### src/rtl/yuv_pkg.sv
// Shared types, constants and sizes of the planar YUV 4:2:0 to RGB converter.
`default_nettype none

package yuv_pkg;

  localparam int MAX_WIDTH    = 640;
  localparam int MAX_HEIGHT   = 480;
  localparam int LUMA_DEPTH   = MAX_WIDTH * MAX_HEIGHT;
  localparam int CHROMA_DEPTH = (MAX_WIDTH / 2) * (MAX_HEIGHT / 2);
  localparam int LUMA_AW      = $clog2(LUMA_DEPTH);
  localparam int CHROMA_AW    = $clog2(CHROMA_DEPTH + 1);

  // Field widths fixed by the interface
  localparam int HW_W     = 9;
  localparam int HH_W     = 8;
  localparam int ROW_W    = 9;
  localparam int COL_W    = 10;
  localparam int CH_W     = 8;
  localparam int SAMPLE_W = 8;
  localparam int CFG_IDX_W = 2;
  localparam int CFG_DAT_W = 9;
  localparam int S_TDATA_W = 8;
  localparam int M_TDATA_W = 48;

  // Bit positions inside the result tdata
  localparam int TD_ROW_LSB = 0;
  localparam int TD_COL_LSB = TD_ROW_LSB + ROW_W;
  localparam int TD_RED_LSB = TD_COL_LSB + COL_W;
  localparam int TD_GRN_LSB = TD_RED_LSB + CH_W;
  localparam int TD_BLU_LSB = TD_GRN_LSB + CH_W;
  localparam int TD_PAD_W   = M_TDATA_W - (TD_BLU_LSB + CH_W);

  localparam logic [HW_W-1:0] HALF_W_MAX = HW_W'(MAX_WIDTH / 2);
  localparam logic [HH_W-1:0] HALF_H_MAX = HH_W'(MAX_HEIGHT / 2);

  // Register indexes
  localparam logic [CFG_IDX_W-1:0] CFG_HALF_WIDTH  = CFG_IDX_W'(0);
  localparam logic [CFG_IDX_W-1:0] CFG_HALF_HEIGHT = CFG_IDX_W'(1);

  // BT.709 coefficients, 16.16 fixed point
  localparam int ACC_W = 28;
  localparam logic signed [18:0] K_Y  = 19'sd76309;
  localparam logic signed [18:0] K_RV = 19'sd117489;
  localparam logic signed [18:0] K_GU = -19'sd13975;
  localparam logic signed [18:0] K_GV = -19'sd34925;
  localparam logic signed [18:0] K_BU = 19'sd138438;
  localparam logic signed [9:0]  Y_OFFSET = 10'sd16;
  localparam logic signed [9:0]  C_OFFSET = 10'sd128;

  localparam logic [1:0] PIX_LAST = 2'd3;

  typedef enum logic [1:0] {
    PLANE_Y,
    PLANE_U,
    PLANE_V
  } plane_e;

  typedef enum logic [1:0] {
    ST_IDLE,
    ST_MULT,
    ST_EMIT
  } state_e;

  typedef struct packed {
    logic       accept;    // input item taken this cycle
    logic       mult_en;   // form the products of the current pixel
    logic       out_load;  // load the current pixel into the output register
    logic       luma_rd;   // read the luma of the following pixel
    logic [1:0] pix;       // pixel of the 2x2 block in flight
  } cmd_t;

  typedef struct packed {
    plane_e plane;
    logic   out_free;
  } sts_t;

endpackage

`default_nettype wire

### src/rtl/yuv_ctrl.sv
// Sequencer: takes items and walks the four pixels of each 2x2 block.
`default_nettype none

module yuv_ctrl import yuv_pkg::*; (
  input  wire logic clk_i,
  input  wire logic rst_ni,
  input  wire logic s_axis_tvalid,
  output logic      s_axis_tready,
  input  wire sts_t sts_i,
  output cmd_t      cmd_o
);

  state_e     state_q, state_d;
  logic [1:0] pix_q, pix_d;

  always_ff @(posedge clk_i or negedge rst_ni) begin
    if (!rst_ni) begin
      state_q <= ST_IDLE;
      pix_q   <= '0;
    end else begin
      state_q <= state_d;
      pix_q   <= pix_d;
    end
  end

  always_comb begin
    state_d       = state_q;
    pix_d         = pix_q;
    cmd_o         = '0;
    cmd_o.pix     = pix_q;
    s_axis_tready = 1'b0;
    case (state_q)
      ST_IDLE: begin
        s_axis_tready = 1'b1;
        if (s_axis_tvalid) begin
          cmd_o.accept = 1'b1;
          // a V item starts a block, first luma read goes out now
          if (sts_i.plane == PLANE_V) begin
            pix_d   = '0;
            state_d = ST_MULT;
          end
        end
      end
      ST_MULT: begin
        cmd_o.mult_en = 1'b1;
        state_d       = ST_EMIT;
      end
      ST_EMIT: begin
        if (sts_i.out_free) begin
          cmd_o.out_load = 1'b1;
          if (pix_q == PIX_LAST) begin
            state_d = ST_IDLE;
          end else begin
            cmd_o.luma_rd = 1'b1;
            pix_d         = pix_q + 2'd1;
            state_d       = ST_MULT;
          end
        end
      end
      default: begin
        state_d = ST_IDLE;
      end
    endcase
  end

endmodule

`default_nettype wire

### config.mk
export PLATFORM = sky130hd
export DESIGN_NAME = yuv_ctrl
export DESIGN_NICKNAME = d
export VERILOG_FILES = /design/src/rtl/yuv_pkg.sv /design/src/rtl/yuv_ctrl.sv
export SDC_FILE = /design/constraint.sdc
export NUM_CORES = 1
export LEC_CHECK = 0
export BUFFER_PORTS_ARGS = -buffer_cell sky130_fd_sc_hd__buf_4
export CAP_MARGIN = 20
export CORE_AREA = 2 2 39 41
export DETAILED_ROUTE_END_ITERATION = 12
export DIE_AREA = 0 0 41 43
export PLACE_DENSITY = 0.39
export SYNTH_ARGS = -nofsm -noshare
export SYNTH_HDL_FRONTEND = slang
export SYNTH_SLANG_ARGS = --single-unit
### constraint.sdc
create_clock -name clk_i -period 1.8 [get_ports clk_i]
set_input_delay 0.36 -clock clk_i [delete_from_list [all_inputs] [get_ports clk_i]]
set_output_delay 0.36 -clock clk_i [all_outputs]
set_load 0.01 [all_outputs]
# ---- Word-level counts from Yosys, hierarchy flattened
# Cells that the tools add are included.
dict set report op_classes {
  mux 17
  n_reduce_logical 4
  addsub 1
  eq_ne 8
}
# cell n
set ops {}
lappend ops {{2-bit two-way mux} 9}
lappend ops {{2-bit != test, second input constant} 4}
lappend ops {{2-bit == test, second input constant} 3}
lappend ops {{1-bit two-way mux} 6}
lappend ops {{2-bit one-hot mux with 3 select lines} 1}
lappend ops {{5-bit AND reduction} 1}
lappend ops {{2-bit one-hot mux with 2 select lines} 1}
lappend ops {{3-bit AND reduction} 1}
lappend ops {{2-bit by 1-bit adder with 2-bit output, second input constant} 1}
lappend ops {{2-bit by 1-bit == test with 1-bit output, second input constant} 1}
lappend ops {{2-bit zero test} 1}
lappend ops {{2-bit nonzero test} 1}
dict set report totals {
  out_inout_bits 7
  in_bits 6
  word_cells 32
  register_bits 4
}

# ---- Longest topological paths before layout
dict set report logic_depth {
  word_depth 4
  ltp_mapped 4
}

# ---- Worst setup path before layout
# Ideal clock, no wire load.
dict set report synth_timing {
  kind {flip-flop to flip-flop}
  from {reg pix_q[0]}
  to {reg pix_q[1]}
  arrival_time_ps 1260
  stages_incl_launch_ff 5
  setup_ps 122
  slack_ps 419
  required_ps 1678
  path_cell_list {dfrtp_1 ha_1 nand4bb_2 and2_0 a32o_1}
}
dict set report synth_via {
  elab_chain_cells 4
  word_cells_on_any_way 7
  classes_between {add/sub: 1; eq/ne: 2; mux: 3; reduce/logical: 1}
}
# item line_no
set synth_lines {}
lappend synth_lines {{start: declaration} yuv_ctrl.sv:14} ;# logic [1:0] pix_q, pix_d;
lappend synth_lines {{start signal: assignment} yuv_ctrl.sv:22} ;# pix_q <= pix_d;
lappend synth_lines {{2-bit by 1-bit adder with 2-bit output} yuv_ctrl.sv:55} ;# pix_d = pix_q + 2'd1;
lappend synth_lines {{2-bit two-way mux} yuv_ctrl.sv:51} ;# if (pix_q == PIX_LAST) begin
lappend synth_lines {{2-bit two-way mux} yuv_ctrl.sv:49} ;# if (sts_i.out_free) begin
lappend synth_lines {{2-bit one-hot mux with 2 select lines} yuv_ctrl.sv:32} ;# case (state_q)
# Several ways; a longest one is shown, not always the timed one. The select of a mux whose other input is x is not followed.
# A chain may end at the register's enable or synchronous reset.

==> flow_summary_export.csv <==
group,metric,value,unit
yosys,synth_cell_type_count,17,
floorplan,core,1384,um^2
routing,drt-total-wl,516,um
cells_and_area,fillers,160,
power,ir_drop,315.9,uV
floorplan,die_x,41,um
grt,grtUsageTotal,0.06949,
flow_run,drv_cap,0,
routing,drc_errors,0,
clock_network,cts_buffers,3,
worst_setup_path,worst_ep_arrival_time,1350,ps
clock_network,clkTransAtPathRegs,40,ps
yosys,synthCells,21,
clock_network,clockBufferDepth,2,
routing,vias_per_cell,4.058,
routing,drtPass1Iterations,1,
placement,dp_slack,332.9,ps
worst_setup_path,critPathKind,"flop to primary output",
yosys,syn_area,230.2,um^2
timing,rsz0062_at_grt,"false",
clock_network,cts_root_buf,"clkbuf_4",
worst_setup_path,required,1440,ps
worst_setup_path,cpPeakStageDelay,400,ps
yosys,synth_seq_cells,4,
floorplan,start_util,0.1664,
yosys,yosys-top-cells-area,"dfrtp_1 43%, nand4bb_2 7.1%, ha_1 5.4%, nor2b_1 5.4%, nor3b_2 5.4%",
grt,antenna_found_initial,0,
timing,period_share,0.9472,
grt,gr-total-overflow,0,
clock_network,cts_max_level,1,
yosys,synthFlopType,"dfrtp_1",
yosys,synth_top_area_cell,"dfrtp_1",
worst_setup_path,critPathMaxFanout,5,
grt,grt_max_degree,7,
clock_network,cts_num_sinks,4,
floorplan,die_h,43,um
routing,drt_iter0_markers,0,
yosys,synth-edff-count,0,
yosys,ys_async_sr_fraction,1.000,
cells_and_area,nNetsFinal,45,
routing,wire_per_inst,9.923,um
floorplan,rows,14,
timing,setup_viol,0,
worst_setup_path,end_kind,"primary output",
worst_setup_path,cp-start-kind,"flop",
placement,dp_hpwl,444.6,um
timing,timing_worst_slew_pin_value,196.7,ps
placement,gp_congestion,0.6870,
clock_network,clk_latency,230,ps
power,leakage,0.1826,nW
timing,max_slew_margin,0.8689,
timing,max_freq,586.5,MHz
routing,vias,211,
floorplan,die_area,1763,um^2
yosys,ys_seq_area_frac,0.4348,
floorplan,io_pins,13,
min_path,min_path_type,"input pin to flop",
routing,drtAntennaViolNets,0,
worst_setup_path,worstPathCellList,"ha_1 -> nand4bb_2 -> clkinv_1 -> buf_4",
yosys,ys_top_cells_by_count,"4 x dfrtp_1, 2 x nor2b_1",
clock_network,cts_resized,0,
timing,post-route-min-period,1705,ps
grt,grt_pass1_vias,214,
cells_and_area,layout-area-overhead-vs-synth,58.70,%
yosys,ys_warn_count,0,
timing,skew,4.432,ps
timing,tns,0,ps
yosys,synth_top_area_share,0.4348,
power,cellPowerDensity,1369,nW/um^2
grt,grt_first_pass_wirelength,765,um
cells_and_area,layout-drive-gt1-share,0.4722,
placement,port_buffers,12,
cells_and_area,diodes,0,
yosys,syn_avg_cell_area,10.96,um^2
timing,final_hold_viol_count,0,
timing,setup_slack,94.99,ps
clock_network,cts_tree,"yes",
yosys,yosysMostFrequentCell,"dfrtp_1",
outcome,status,"completed",
worst_setup_path,cpMaxStageDelayCell,"dfrtp_1",
yosys,synth_nets,28,
timing,report.final.slew_viol_count,0,
==> registers in the layout, indices dropped and copies added, names as in the netlist <==
| signal | flops |
|---|---|
| state_q | 2 |
| pix_q | 2 |
==> power by group <==
part / leakage, nW / internal [W] / switching [W]
Sequential: 0.0540 / 0.000122 / 0.0000430
Combinational: 0.115 / 0.000128 / 0.0000990
Clock: 0.0138 / 0.0000744 / 0.0000339
Total: 0.183 / 0.000324 / 0.000176
==> per-layer routing <==
layer,wire length [um],up-vias,track usage
met5,0,-,0
met4,0,0,0.08000
met3,45,0,0.03665
met2,293,7,0.1063
met1,177,100,0.05195
li1,-,104,-
==> through the flow <==
stage | hold slack, ps | total power, W | utilization | instances | cell area [um^2]
2_1_floorplan | 64.41 | 0.0002884 | - | 21 | 230.2
3_3_place_gp | 157.2 | 0.0003967 | 0.2405 | 48 | 332.8
5_1_grt | 336.0 | 0.0005433 | 0.2640 | 52 | 365.4
4_1_cts | 338.8 | 0.0005151 | 0.2640 | 52 | 365.4
6_report | 344.8 | 0.0005000 | 0.2640 | 52 | 365.4
3_5_place_dp | 157.8 | 0.0003988 | 0.2405 | 48 | 332.8
==> worst max-delay path, delay by kind of cell (launching register included) <==
family                     cells  cell delay, ps
adders and majority gates      1             210
buffers and inverters          2             220
DFF                            1             400
and+or+nand+nor                1             290
==> worst paths after layout <==
path	slack, ps	endpoint	depth (start not counted)	from
min in group asynchronous	460	state_q[1]	2	rst_ni
max in group asynchronous	1240	state_q[0]	2	rst_ni
max reg2reg	370	pix_q[1]	4	pix_q[0]
min	340	state_q[1]	2	sts_i[0]
max	90	cmd_o[2]	4	pix_q[0]
min reg2reg	570	pix_q[0]	1	pix_q[0]
==> area by class of cell <==
class                   count  area (um^2)  share of cell area
inverters                   1        3.754             0.01027
clock buffers               3        22.52             0.06164
well taps                  16        20.02             0.05479
repair buffers             13        100.1              0.2740
multi-input cells          15        118.9              0.3253
flip-flops and latches      4        100.1              0.2740
==> cell usage in the layout, fill, tap and decap left out <==
master	instances
o21bai_1	1
nor2_1	1
buf_4	12
nor2b_1	2
nor3b_2	1
nand3b_1	1
dlygate4sd3_1	1
clkbuf_4	3
nand4bb_2	1
nand2_1	1
a31o_1	1
and2_0	1
clkinv_1	1
dfrtp_1	4
nand2b_1	1
nor3_1	1
a32o_1	1
ha_1	1
and2_1	1
==> what timing repair did <==
action,4_1_cts,5_1_grt
hold buffers,1,0
endpoints found under the hold margin,4,0
buffers inserted,0,0
==> cells by family after synthesis <==
kind of cell    after synthesis  synth area share
simple gates                 11            0.3478
buf+inv                       2           0.04891
fa+ha+maj                     1           0.05434
compound gates                3            0.1142
flops                         4            0.4348
No activity file was read; power rests on OpenSTA's default activity.
